**config.mk**
```make
export PLATFORM = sky130hd
export DESIGN_NAME = charge_gauge_sweep_animator_top
export DESIGN_NICKNAME = d
export VERILOG_FILES = /design/src/rtl/cgsa_pkg.sv /design/src/rtl/cgsa_div.sv /design/src/rtl/charge_gauge_sweep_animator_top.sv
export SDC_FILE = /design/constraint.sdc
export NUM_CORES = 2
export LEC_CHECK = 0
export BUFFER_PORTS_ARGS = -buffer_cell sky130_fd_sc_hd__buf_4
export CELL_PAD_IN_SITES_DETAIL_PLACEMENT = 0
export CELL_PAD_IN_SITES_GLOBAL_PLACEMENT = 2
export CORE_MARGIN = 2
export CORE_UTILIZATION = 35
export CTS_CLUSTER_DIAMETER = 100
export DETAILED_ROUTE_END_ITERATION = 10
export PLACE_DENSITY_LB_ADDON = 0.15
export SYNTH_ARGS = -nofsm -noshare
export SYNTH_HDL_FRONTEND = slang
export SYNTH_SLANG_ARGS = --single-unit
```
**constraint.sdc**
```tcl
create_clock -name clock -period 13.03 [get_ports clock]
set_input_delay 1.303 -clock clock [delete_from_list [all_inputs] [get_ports clock]]
set_output_delay 1.303 -clock clock [all_outputs]
set_load 0.01 [all_outputs]
```
**src/rtl/cgsa_pkg.sv**
```systemverilog
// ----------------------------------------------------------------------------
// cgsa_pkg
// Shared types, constants and the control store of the charge gauge sweep
// animator.
// ----------------------------------------------------------------------------
`default_nettype none

package cgsa_pkg;

   localparam int TIME_W   = 32;
   localparam int DT_W     = 16;
   localparam int PCT_W    = 7;
   localparam int ANG_W    = 17;
   localparam int REG_W    = 16;
   localparam int SWP_W    = 9;
   localparam int PROD_W   = ANG_W + DT_W;
   localparam int DVD_W    = 40;
   localparam int QUO_W    = ANG_W;
   localparam int CNT_W    = $clog2(QUO_W + 1);
   localparam int PC_W     = 4;
   localparam int ADDR_W   = 2;
   localparam int SCL_W    = 24;
   localparam int RCP_W    = 25;
   localparam int RCP_SH   = 31;

   localparam logic [REG_W-1:0]  EASE_RESET  = 16'd160;
   localparam logic [REG_W-1:0]  SPEED_RESET = 16'd900;
   localparam logic [SWP_W-1:0]  SWEEP_RESET = 9'd300;
   localparam logic [SWP_W-1:0]  SWEEP_MAX   = 9'd300;
   localparam logic [PCT_W-1:0]  PCT_MAX     = 7'd100;
   localparam logic [DT_W-1:0]   DT_FIRST    = 16'd16;
   localparam logic [ANG_W-1:0]  SNAP_LIM    = 17'd77;   // 10*d < 768
   localparam logic [ANG_W-1:0]  ANG_MAX     = 17'd76800;

   // reciprocals, ceil(2^31/100) and ceil(2^31/125); exact over the operand range
   localparam logic [RCP_W-1:0]  RCP_PCT     = 25'd21474837;
   localparam logic [RCP_W-1:0]  RCP_CAP     = 25'd17179870;
   // speed*dt from here on gives a cap above any angle distance
   localparam logic [PROD_W-1:0] CAP_SAT     = 33'd512000;

   // csr indexes
   localparam logic [ADDR_W-1:0] CSR_EASE  = 2'd0;
   localparam logic [ADDR_W-1:0] CSR_SPEED = 2'd1;
   localparam logic [ADDR_W-1:0] CSR_SWEEP = 2'd2;

   // operand / destination selects of a micro-op
   localparam logic [1:0] SEL_ARC_TGT = 2'd0;
   localparam logic [1:0] SEL_CAP     = 2'd1;
   localparam logic [1:0] SEL_TRK     = 2'd2;
   localparam logic [1:0] SEL_ARC     = 2'd3;

   typedef enum logic [2:0] {
      OP_WAIT_REQ,
      OP_MUL,
      OP_SCALE,
      OP_DIV_GO,
      OP_DIV_WAIT,
      OP_COMMIT
   } op_type;

   typedef struct packed {
      op_type          op;
      logic [1:0]      sel;
      logic [PC_W-1:0] nxt;
   } cw_type;

   typedef struct packed {
      logic             start;
      logic [DVD_W-1:0] dividend;
      logic [ANG_W-1:0] divisor;
   } div_req_type;

   localparam logic [PC_W-1:0] PC_LAST = 4'd11;

   function automatic cw_type microcode(input logic [PC_W-1:0] pc);
      cw_type cw;
      cw = '{op: OP_WAIT_REQ, sel: SEL_ARC_TGT, nxt: 4'd1};
      unique case (pc)
         4'd0:    cw = '{op: OP_WAIT_REQ, sel: SEL_ARC_TGT, nxt: 4'd1};
         4'd1:    cw = '{op: OP_MUL,      sel: SEL_ARC_TGT, nxt: 4'd2};
         4'd2:    cw = '{op: OP_SCALE,    sel: SEL_ARC_TGT, nxt: 4'd3};
         4'd3:    cw = '{op: OP_MUL,      sel: SEL_CAP,     nxt: 4'd4};
         4'd4:    cw = '{op: OP_SCALE,    sel: SEL_CAP,     nxt: 4'd5};
         4'd5:    cw = '{op: OP_MUL,      sel: SEL_TRK,     nxt: 4'd6};
         4'd6:    cw = '{op: OP_DIV_GO,   sel: SEL_TRK,     nxt: 4'd7};
         4'd7:    cw = '{op: OP_DIV_WAIT, sel: SEL_TRK,     nxt: 4'd8};
         4'd8:    cw = '{op: OP_MUL,      sel: SEL_ARC,     nxt: 4'd9};
         4'd9:    cw = '{op: OP_DIV_GO,   sel: SEL_ARC,     nxt: 4'd10};
         4'd10:   cw = '{op: OP_DIV_WAIT, sel: SEL_ARC,     nxt: 4'd11};
         4'd11:   cw = '{op: OP_COMMIT,   sel: SEL_ARC_TGT, nxt: 4'd0};
         default: cw = '{op: OP_WAIT_REQ, sel: SEL_ARC_TGT, nxt: 4'd0};
      endcase
      return cw;
   endfunction

endpackage

`default_nettype wire

```
**src/rtl/cgsa_div.sv**
```systemverilog
// ----------------------------------------------------------------------------
// cgsa_div
// Restoring divider, one quotient bit per cycle, quotient saturated to its
// width when it would not fit.
// ----------------------------------------------------------------------------
`default_nettype none

module cgsa_div
   import cgsa_pkg::*;
(
   input  wire logic             clock,
   input  wire logic             reset,
   input  wire div_req_type      div_req,
   output logic                  busy,
   output logic [QUO_W-1:0]      quotient
);

   logic [ANG_W-1:0] rem_ff, rem_in;
   logic [QUO_W-1:0] quo_ff, quo_in;
   logic [ANG_W-1:0] dsr_ff, dsr_in;
   logic [CNT_W-1:0] cnt_ff, cnt_in;
   logic             busy_ff, busy_in;
   logic [ANG_W:0]   shifted;
   logic             fits;
   logic             ovf;

   assign shifted = {rem_ff, quo_ff[QUO_W-1]};
   assign fits    = shifted >= {1'b0, dsr_ff};
   assign ovf     = div_req.dividend >=
                    {{(DVD_W-ANG_W-QUO_W){1'b0}}, div_req.divisor, {QUO_W{1'b0}}};

   always_comb begin
      rem_in  = rem_ff;
      quo_in  = quo_ff;
      dsr_in  = dsr_ff;
      cnt_in  = cnt_ff;
      busy_in = busy_ff;
      if (div_req.start) begin
         dsr_in = div_req.divisor;
         cnt_in = CNT_W'(QUO_W);
         if (ovf) begin
            quo_in  = '1;
            busy_in = 1'b0;
         end else begin
            // upper part is below the divisor here
            rem_in  = div_req.dividend[ANG_W+QUO_W-1:QUO_W];
            quo_in  = div_req.dividend[QUO_W-1:0];
            busy_in = 1'b1;
         end
      end else if (busy_ff) begin
         rem_in  = fits ? ANG_W'(shifted - {1'b0, dsr_ff}) : shifted[ANG_W-1:0];
         quo_in  = {quo_ff[QUO_W-2:0], fits};
         cnt_in  = cnt_ff - 1'b1;
         busy_in = cnt_ff != CNT_W'(1);
      end
   end

   always_ff @(posedge clock) begin
      if (reset) begin
         busy_ff <= 1'b0;
         cnt_ff  <= '0;
      end else begin
         busy_ff <= busy_in;
         cnt_ff  <= cnt_in;
      end
      rem_ff <= rem_in;
      quo_ff <= quo_in;
      dsr_ff <= dsr_in;
   end

   assign busy     = busy_ff;
   assign quotient = quo_ff;

endmodule

`default_nettype wire

```
**src/rtl/charge_gauge_sweep_animator_top.sv**
```systemverilog
// ----------------------------------------------------------------------------
// charge_gauge_sweep_animator_top
// Eases a gauge track and charge arc toward their targets once per frame tick.
// ----------------------------------------------------------------------------
// One request is taken, then a 12-step control program runs a shared
// multiplier, a reciprocal multiplication for the arc target and the speed cap,
// and a one-bit-per-cycle divider for the track and arc steps. The two serial
// divisions set most of the time from acceptance to the result being
// registered. The next request can be taken the cycle after the result is
// loaded, while the result may still wait on rsp_tready; a result still
// waiting when the next one is ready holds the program in its last step.
// The first tick after reset uses a 16 ms frame time.
`default_nettype none

module charge_gauge_sweep_animator_top
   import cgsa_pkg::*;
(
   input  wire logic              clock,
   input  wire logic              reset,
   input  wire logic              req_tvalid,
   output logic                   req_tready,
   input  wire logic [39:0]       req_tdata,   // time_ms, charger_on, percent
   output logic                   rsp_tvalid,
   input  wire logic              rsp_tready,
   // track_angle, arc_angle, gauge_shown, track_moved, arc_moved, zero pad
   output logic [39:0]            rsp_tdata,
   input  wire logic              csr_we,
   input  wire logic [ADDR_W-1:0] csr_addr,
   input  wire logic [REG_W-1:0]  csr_wdata
);

   function automatic logic [ANG_W-1:0] move_toward(
      input logic [ANG_W-1:0] cur,
      input logic [ANG_W-1:0] tgt,
      input logic [ANG_W-1:0] raw_step,
      input logic [ANG_W-1:0] cap
   );
      logic             up;
      logic [ANG_W-1:0] d;
      logic [ANG_W-1:0] stp;
      up  = tgt >= cur;
      d   = up ? ANG_W'(tgt - cur) : ANG_W'(cur - tgt);
      stp = (raw_step > cap) ? cap : raw_step;
      if (d < SNAP_LIM || stp >= d) begin
         return tgt;
      end
      return up ? ANG_W'(cur + stp) : ANG_W'(cur - stp);
   endfunction

   // csr
   logic [REG_W-1:0]  ease_ff, speed_ff;
   logic [SWP_W-1:0]  sweep_deg_ff;

   // sequencer and datapath
   logic [PC_W-1:0]   pc_ff, pc_in;
   cw_type            cw;
   logic              adv;
   logic [TIME_W-1:0] last_time_ff;
   logic              seen_ff;
   logic [DT_W-1:0]   dt_ff, dt_in;
   logic              on_ff;
   logic [PCT_W-1:0]  pct_ff, pct_in;
   logic [PROD_W-1:0] prod_ff;
   logic [ANG_W-1:0]  arc_tgt_ff, cap_ff, stp_trk_ff, stp_arc_ff;
   logic [ANG_W-1:0]  track_ff, arc_ff;
   logic [ANG_W-1:0]  track_new, arc_new;

   logic              rsp_valid_ff;
   logic [39:0]       rsp_data_ff;

   logic [SWP_W-1:0]  sweep_deg;
   logic [ANG_W-1:0]  sweep;
   logic [DT_W-1:0]   tau;
   logic [ANG_W-1:0]  dt_tau;
   logic [TIME_W-1:0] elapsed;
   logic              accept;
   logic              commit;
   logic [ANG_W-1:0]  track_aim, arc_aim, d_trk, d_arc;
   logic [ANG_W-1:0]  mul_a;
   logic [DT_W-1:0]   mul_b;
   logic [SCL_W-1:0]  scl_a;
   logic [RCP_W-1:0]  scl_m;
   logic [SCL_W+RCP_W-1:0] scl_prod;
   logic [ANG_W-1:0]  scl_q;
   div_req_type       div_req;
   logic              div_busy;
   logic [QUO_W-1:0]  div_quo;

   assign sweep_deg = (sweep_deg_ff > SWEEP_MAX) ? SWEEP_MAX : sweep_deg_ff;
   assign sweep     = {sweep_deg, 8'd0};
   assign tau       = (ease_ff == '0) ? DT_W'(1) : ease_ff;
   assign dt_tau    = {1'b0, dt_ff} + {1'b0, tau};

   assign cw         = microcode(pc_ff);
   assign req_tready = cw.op == OP_WAIT_REQ;
   assign accept     = req_tvalid && req_tready;
   assign commit     = cw.op == OP_COMMIT && (!rsp_valid_ff || rsp_tready);

   always_comb begin
      unique case (cw.op)
         OP_WAIT_REQ: adv = req_tvalid;
         OP_DIV_WAIT: adv = !div_busy;
         OP_COMMIT:   adv = !rsp_valid_ff || rsp_tready;
         default:     adv = 1'b1;
      endcase
      pc_in = adv ? cw.nxt : pc_ff;
   end

   // frame time and request fields
   assign elapsed = req_tdata[TIME_W-1:0] - last_time_ff;
   always_comb begin
      if (!seen_ff) begin
         dt_in = DT_FIRST;
      end else if (elapsed > TIME_W'({DT_W{1'b1}})) begin
         dt_in = '1;
      end else begin
         dt_in = elapsed[DT_W-1:0];
      end
      pct_in = (req_tdata[39:33] > PCT_MAX) ? PCT_MAX : req_tdata[39:33];
   end

   // targets, thresholds on the angles from before the tick
   always_comb begin
      logic [ANG_W+3:0] trk_x10, swp_x4;
      logic [ANG_W+2:0] arc_x5;
      trk_x10   = ({4'd0, track_ff} << 3) + ({4'd0, track_ff} << 1);
      swp_x4    = {4'd0, sweep} << 2;
      arc_x5    = ({3'd0, arc_ff} << 2) + {3'd0, arc_ff};
      track_aim = track_ff;
      arc_aim   = arc_ff;
      if (on_ff) begin
         track_aim = sweep;
         if (trk_x10 >= swp_x4) begin
            arc_aim = arc_tgt_ff;
         end
      end else begin
         arc_aim = '0;
         if (arc_x5 <= {3'd0, sweep}) begin
            track_aim = '0;
         end
      end
      d_trk = (track_aim >= track_ff) ? ANG_W'(track_aim - track_ff)
                                      : ANG_W'(track_ff - track_aim);
      d_arc = (arc_aim >= arc_ff) ? ANG_W'(arc_aim - arc_ff) : ANG_W'(arc_ff - arc_aim);
   end

   // operand routing for the shared multiplier and divider
   always_comb begin
      unique case (cw.sel)
         SEL_ARC_TGT: begin
            mul_a = sweep;
            mul_b = DT_W'(pct_ff);
         end
         SEL_CAP: begin
            mul_a = ANG_W'(speed_ff);
            mul_b = dt_ff;
         end
         SEL_TRK: begin
            mul_a = d_trk;
            mul_b = dt_ff;
         end
         default: begin
            mul_a = d_arc;
            mul_b = dt_ff;
         end
      endcase
      div_req.dividend = DVD_W'(prod_ff);
      div_req.divisor  = dt_tau;
      div_req.start    = cw.op == OP_DIV_GO;
   end

   // division by a constant through a reciprocal, quotient in bits 47:31
   always_comb begin
      if (cw.sel == SEL_CAP) begin
         // speed*256*dt/1000 taken as speed*dt*32/125
         scl_a = {prod_ff[SCL_W-6:0], 5'd0};
         scl_m = RCP_CAP;
      end else begin
         scl_a = {1'b0, prod_ff[SCL_W-2:0]};
         scl_m = RCP_PCT;
      end
      scl_prod = {{RCP_W{1'b0}}, scl_a} * {{SCL_W{1'b0}}, scl_m};
      if (cw.sel == SEL_CAP && prod_ff >= CAP_SAT) begin
         scl_q = '1;
      end else begin
         scl_q = scl_prod[RCP_SH+ANG_W-1:RCP_SH];
      end
   end

   cgsa_div u_div (
      .clock    (clock),
      .reset    (reset),
      .div_req  (div_req),
      .busy     (div_busy),
      .quotient (div_quo)
   );

   assign track_new = move_toward(track_ff, track_aim, stp_trk_ff, cap_ff);
   assign arc_new   = move_toward(arc_ff, arc_aim, stp_arc_ff, cap_ff);

   always_ff @(posedge clock) begin
      if (reset) begin
         ease_ff      <= EASE_RESET;
         speed_ff     <= SPEED_RESET;
         sweep_deg_ff <= SWEEP_RESET;
         pc_ff        <= '0;
         last_time_ff <= '0;
         seen_ff      <= 1'b0;
         track_ff     <= '0;
         arc_ff       <= '0;
         rsp_valid_ff <= 1'b0;
      end else begin
         if (csr_we) begin
            unique case (csr_addr)
               CSR_EASE:  ease_ff      <= csr_wdata;
               CSR_SPEED: speed_ff     <= csr_wdata;
               CSR_SWEEP: sweep_deg_ff <= csr_wdata[SWP_W-1:0];
               default:   ;
            endcase
         end
         pc_ff <= pc_in;
         if (accept) begin
            last_time_ff <= req_tdata[TIME_W-1:0];
            seen_ff      <= 1'b1;
         end
         if (commit) begin
            track_ff     <= track_new;
            arc_ff       <= arc_new;
            rsp_valid_ff <= 1'b1;
         end else if (rsp_tready) begin
            rsp_valid_ff <= 1'b0;
         end
      end
      if (accept) begin
         dt_ff  <= dt_in;
         on_ff  <= req_tdata[TIME_W];
         pct_ff <= pct_in;
      end
      if (cw.op == OP_MUL) begin
         prod_ff <= PROD_W'(mul_a) * PROD_W'(mul_b);
      end
      if (cw.op == OP_SCALE) begin
         if (cw.sel == SEL_CAP) begin
            cap_ff <= scl_q;
         end else begin
            arc_tgt_ff <= scl_q;
         end
      end
      if (cw.op == OP_DIV_WAIT && !div_busy) begin
         if (cw.sel == SEL_TRK) begin
            stp_trk_ff <= div_quo;
         end else begin
            stp_arc_ff <= div_quo;
         end
      end
      if (commit) begin
         rsp_data_ff <= {3'd0, arc_new != arc_ff, track_new != track_ff,
                         (track_new != '0) || (arc_new != '0), arc_new, track_new};
      end
   end

   assign rsp_tvalid = rsp_valid_ff;
   assign rsp_tdata  = rsp_data_ff;

   // the divider is idle whenever a request can be taken
   a_idle_div: assert property (@(posedge clock) disable iff (reset)
      req_tready |-> !div_busy)
      else $error("divider busy while taking a request");

   a_pc_range: assert property (@(posedge clock) disable iff (reset)
      pc_ff <= PC_LAST)
      else $error("step counter out of program");

   a_commit_out: assert property (@(posedge clock) disable iff (reset)
      commit |=> rsp_tvalid && rsp_tdata[ANG_W-1:0] == track_ff)
      else $error("committed result not presented");

   a_angle_max: assert property (@(posedge clock) disable iff (reset)
      track_ff <= ANG_MAX && arc_ff <= ANG_MAX)
      else $error("angle beyond full sweep");

endmodule

`default_nettype wire
```
======== Yosys cells after proc, flatten, opt, wreduce, memory -nomap -nowiden ========
Memories as Yosys holds them, arrays and structs flattened. A register that Yosys moved wholly into a read port is not among the register bits.
Index checks and enable logic that the tools add are counted.
cells by class
  multipliers ............................. 2
  multiplexer cells ....................... 41
  bitwise operators ....................... 3
  add/sub/neg operators ................... 14
  $lt $le $gt $ge ......................... 16
  div/mod/pow operators ................... 0
  shift-type cells ........................ 0
  reductions and logical operators ........ 28
  equal/unequal tests ..................... 13
operators with widths
  kind                    number
  $mux W17                22
  $sub A17 B17 Y17        7
  $ge A17 B17 Y1          4
  $pmux W17 S3            1
  $mul A24 B25 Y48        1
  $mux W16                3
  $add A17 B17 Y17        2
  $ge A33 B34 Y1          1
  $gt A17 B17 Y1          2
  $lt A17 B7 Y1 const B   2
  $ne A17 B17 Y1          2
  $reduce_bool A17 Y1     2
  $ge A33 B19 Y1 const B  1
  $mul A17 B16 Y33        1
  $gt A32 B16 Y1 const B  1
  $sub A32 B32 Y32        1
  $mux W24                1
  $mux W23                1
  $add A20 B18 Y21        1
  $ge A21 B19 Y1          1
  $add A19 B17 Y20        1
  $le A20 B17 Y1          1
  $ge A18 B17 Y1          1
  $add A16 B16 Y17        1
  other kinds (25)        56
word-level totals
  latch bits .............................. 0
  bits in read-only memories .............. 144
  word-level logic and storage cells ...... 143
  register bits after elaboration ......... 332
  memory bits (writable) .................. 0
  memories ................................ 1
  output and inout bits ................... 42
memories
  name              depth  width  rd ports  clocked after Yosys merged registers in  write ports  line            text
  (name not given)  16     9      1         1                                        0            cgsa_pkg.sv:78  unique case (pc)

======== Depth between registers and ports, before layout ========
  depth in word-level cells ............... 13
  depth in mapped cells ................... 61

======== Cells and area by module ========
Synthesis repeated with hierarchy kept, for this count alone.
unflattened totals
  cells, all modules ...................... 5467
  area total of the unflattened synthesis .. 48495.3 um2
modules (own cells, without submodules)
  module                           cells each  area an instance (um2)  sequential area each (um2)  times used
  charge_gauge_sweep_animator_top  5095        44669.1                 7307.0                      1
  cgsa_div                         372         3826.2                  1651.6                      1

======== Least setup slack after synthesis ========
No wires, ideal clock.
  kind .................................... flip-flop to flip-flop
  start ................................... register arc_ff[0]
  end ..................................... register prod_ff[25], data pin
  slack ................................... 0.018 ns
  data required time ...................... 12.764 ns
  arrival ................................. 12.746 ns
  stages on the path, launching flop included .. 56
  setup time .............................. 0.266 ns
  cells stage by stage .................... dfxtp_1 -> ha_1 -> fa_1 -> a21o_1 -> a21oi_1 -> o21ai_0 -> o21bai_1 -> o21bai_1 -> a21oi_1 -> o21bai_1 -> a21oi_1 -> o21bai_1 -> a21oi_1 -> xnor2_1 -> ha_1 -> and3_1 -> nand3_1 -> or4_1 -> [20 not listed] -> nand2_1 -> fa_1 -> fa_1 -> fa_1 -> inv_1 -> fa_1 -> fa_1 -> inv_1 -> fa_1 -> inv_1 -> ha_1 -> or3_1 -> o211a_1 -> o41ai_1 -> nand2b_1 -> a221o_1 -> o41ai_1 -> xnor2_1
on the way
  word-level cells in the longest chain between the ends .. 8
  elaborated cells on any way between the ends .. 16
  classes of those cells .................. add/sub: 5; mul: 1; order compare: 3; mux: 7
ends and longest elaborated chain
  element                                   line                                    text
  from (decl)                               charge_gauge_sweep_animator_top.sv:65   logic [ANG_W-1:0] track_ff, arc_ff;
  from (signal assigned)                    charge_gauge_sweep_animator_top.sv:228  arc_ff <= arc_new;
  $add A19 B17 Y20                          charge_gauge_sweep_animator_top.sv:128  arc_x5 = ({3'd0, arc_ff} << 2) + {3'd0, arc_ff};
  $le A20 B17 Y1                            charge_gauge_sweep_animator_top.sv:138  if (arc_x5 <= {3'd0, sweep}) begin
  $mux W17                                  charge_gauge_sweep_animator_top.sv:138
  $mux W17                                  charge_gauge_sweep_animator_top.sv:131  if (on_ff) begin
  $sub A17 B17 Y17 (tied with other cells)  charge_gauge_sweep_animator_top.sv:143  : ANG_W'(track_ff - track_aim);
  $mux W17                                  charge_gauge_sweep_animator_top.sv:142  d_trk = (track_aim >= track_ff) ? ANG_W'(track_aim - track_ff)
  $pmux W17 S3 (*)                          charge_gauge_sweep_animator_top.sv:149  unique case (cw.sel)
  $mul A17 B16 Y33 (*)                      charge_gauge_sweep_animator_top.sv:240  prod_ff <= PROD_W'(mul_a) * PROD_W'(mul_b);
  to (signal assigned)                      charge_gauge_sweep_animator_top.sv:240
  to (decl)                                 charge_gauge_sweep_animator_top.sv:63   logic [PROD_W-1:0] prod_ff;
Mark *: on every way between the ends. The rest lies on a longest branch, timed or not.
A chain may end at the register's enable or synchronous reset.

======== Worst setup path after layout ========
  start ................................... register arc_ff[0]
  end ..................................... register prod_ff[31], data pin
The elaborated chain is that of the path after synthesis.

==> results by group <==
Outcome
  – Status: finished, final reports clean

Run
  – Max cap viols: 0

Routing
  – Pre-antenna DRT Iters: 6
  – Avg WL per Cell: roughly 22 µm
  – Vias/cell: ~5.1
  – Initial drt markers: 2,146
  – DRT Wirelength: around 170,000 µm
  – ANT nets after route: 0
  – DR vias: a little under 40,000
  – Residual DRC: 0

Final layout
  – Multi-input logic area: approximately 0.036 mm²
  – Final net count: between 7,000 and 8,000
  – Layout cells sized above 1: about an eighth
  – FILL cells: about 14,000
  – Cell Count, Final, Fillers Out: about 7,700
  – P&R area growth vs syn: 15.6%
  – Register area: between 0.008 and 0.009 mm²
  – Final instance area: between 0.05 and 0.06 mm²
  – ANT cells: 0

Yosys
  – YS warnings: 0
  – Primary FF master, synth: edfxtp_1
  – Dominant cell type by area after synthesis: fa_1
  – #FFs+latches synth: roughly 340
  – Commonest cells in the netlist: inv_1 (959), ha_1 (680), nand2_1 (570)
  – Synthesized area: ~0.048 mm²
  – Synth area leaders: fa_1 (21%), ha_1 (18%), edfxtp_1 (13%), inv_1 (7.4%), dfxtp_1 (5.3%)
  – Cell with the most instances after synthesis: inv_1
  – Count of cell types in the netlist: 107
  – Synth Instances: about 5,500
  – Seq/Total Area, Yosys: between 15 and 20%
  – Post-synth EDFFs: ~210
  – Ys async rst share: 0%
  – Avg Cell Area, Syn: 8.87 µm²
  – Post-synth top area share: between 20% and 30%

CTS
  – Clk Latency, worst-skew pair: approximately 660 ps
  – Maximum buffer depth of the clock tree: 3
  – Clock root buffer: clkbuf_16
  – H-tree lvl count: 2
  – Worst-path clk slew: 60 ps
  – TritonCTS Buffers: 48
  – CTS tree: built
  – CTS sink cnt: roughly 340

STA
  – Setup TNS: 0 ps
  – Max Freq: around 80 MHz
  – Shortest period the worst path allows: about 13,000 ps
  – Worst slew pin tran: 1130 ps
  – Slew headroom: roughly 24%
  – Setup Viol. Count Final: 0
  – Final hold violation count: 0
  – Skew final: 53.9 ps
  – Ratio of final minimum period to clock period: 96.2%
  – Slew Limit Fails: 0
  – Hold WS: between 400 and 500 ps
  – Unrepaired setup endpoints after global routing: yes

Floorplanning
  – Horiz. Die Dim: between 300 and 400 µm
  – Die area: about 0.14 mm²
  – Die Height: approximately 380 µm
  – I/O Pins: roughly 110
  – Initial Util: 35.3%
  – Num rows: approximately 140
  – Core Box Area: about 0.14 mm²

Worst setup path
  – Crit Path Category: reg -> reg
  – Largest stage delay on the critical path: 550 ps
  – Worst EP arrival: about 13,000 ps
  – FF-to-FF path depth: 59
  – Crit-path slowest cell: or4_4
  – Crit path required time: ~13,000 ps
  – CP Max Fanout: 21
  – Startpoint types: flip-flop
  – Crit. End Element: flip-flop

Global routing
  – Total Routing Usage GR: between 20% and 30%
  – Remaining Overflow, GRT: 0
  – Number of global-route vias before repair: 40,600
  – Initial antenna violation count: 2
  – Global-route wire length before repair: 256,000 µm
  – Largest net degree at the start of global routing: 74

Placed design
  – Post-Place Cell Area: 0.0537 mm²
  – Port Buffers: around 100
  – Hpwl dp: approximately 140,000 µm
  – GP Congestion: a little over 0.9
  – Placed Cells incl. Taps: 7,574

Hold path
  – Worst Hold Depth: 2
  – Min-Delay Path Class: reg -> reg
==> layer usage <==
metal	wire, µm	up-vias	track usage [%]
met1	75500	19300	31.9
met2	81300	773	41.1
met5	0	-	0
met3	5760	192	2.12
met4	5620	0	7.12
li1	-	19000	-
==> repair_timing <==
action                     CTS  global route
hold buffers                 0             0
pin swaps                    2            41
setup endpoints to repair   10            16
hold endpoints to repair     0             0
gates resized for setup     16           123
setup buffers                1            16
==> area by class of cell <==
| class | count | share of cell area (%) |
|---|---|---|
| multi-input cells | 4015 | 64.1 |
| inverters | 963 | 6.45 |
| clock inverters | 28 | 0.518 |
| clock buffers | 62 | 2.36 |
| flip-flops and latches | 341 | 16.0 |
| repair buffers | 478 | 6.55 |
| well taps | 1794 | 4.01 |
==> final timing paths <==
check	to	slack, ps	from
setup / recovery	prod_ff[31]$_DFFE_PN_	500	arc_ff[0]$_SDFFE_PP0P_
hold / removal	last_time_ff[3]$_SDFFE_PP0P_	450	last_time_ff[3]$_SDFFE_PP0P_
setup reg to reg	prod_ff[31]$_DFFE_PN_	500	arc_ff[0]$_SDFFE_PP0P_
hold reg to reg	last_time_ff[3]$_SDFFE_PP0P_	450	last_time_ff[3]$_SDFFE_PP0P_
==> cells by family after synthesis <==
| kind of cell | Yosys count | synth area share, % |
|---|---|---|
| multiplexers | 98 | 2.17 |
| other | 2 | 0.0155 |
| AO/OA/AOI/OAI | 1034 | 13.9 |
| XOR/XNOR | 217 | 3.95 |
| buffers and inverters | 1143 | 9.01 |
| adder cells (fa/ha/maj) | 1193 | 38.7 |
| flip-flops | 341 | 18.5 |
| AND/OR/NAND/NOR | 1435 | 13.8 |
==> placed cells by master, fill, tap and decap left out, types with 19 or more instances in the layout <==
cell type and instances:
xnor2_1 149, nor3_1 68, o22a_1 21, nand3_1 65, buf_4 466, a31oi_1 31, nand2b_1 59, a22oi_1 20
mux2i_1 67, nand3b_1 19, o21ai_0 174, a21o_1 92, nor4_1 32, or3_1 19, mux2_2 23, and3_1 27
clkbuf_16 49, nand4_1 41, and2_1 47, nand2_1 569, fa_1 509, or2_2 23, edfxtp_1 213, inv_1 955
a211oi_1 37, ha_1 667, o21bai_1 34, nor2b_1 49, conb_1 38, nor2_1 340, a21oi_2 19, xor2_1 63
o21a_1 47, dfxtp_1 127, a21oi_1 315
==> metrics by stage <==
| step | setup slack (ps) | utilization (%) |
|---|---|---|
| 6_report | 501 | 40.8 |
| 4_1_cts | 13.0 | 40.3 |
| 2_1_floorplan | 17.8 | - |
| 5_1_grt | -250 | 40.8 |
| 3_5_place_dp | -383 | 39.0 |
| 3_3_place_gp | -404 | 39.0 |
==> registers in the layout (all words and copies together) (netlist names), 4 cells and up <==
register / flops
arc_ff: 17
arc_tgt_ff: 17
cap_ff: 17
cw: 9
dt_ff: 16
ease_ff: 16
last_time_ff: 32
pc_ff: 4
pct_ff: 7
prod_ff: 33
rsp_tdata: 37
speed_ff: 16
stp_arc_ff: 17
stp_trk_ff: 17
sweep_deg_ff: 9
track_ff: 17
u_div.cnt_ff: 5
u_div.dsr_ff: 17
u_div.quotient: 17
u_div.rem_ff: 17
==> critical path: cells and delay by family, from the launching register on <==
kind	cells	cell delay, ps
flops	1	310
buf+inv	9	1070
simple gates	8	1510
fa+ha+maj	11	4450
compound gates	27	4260
mux	1	310
xor+xnor	3	360
Power is not shown: default switching activity piles up to over one toggle a cycle in this logic, so the estimate is an artifact.
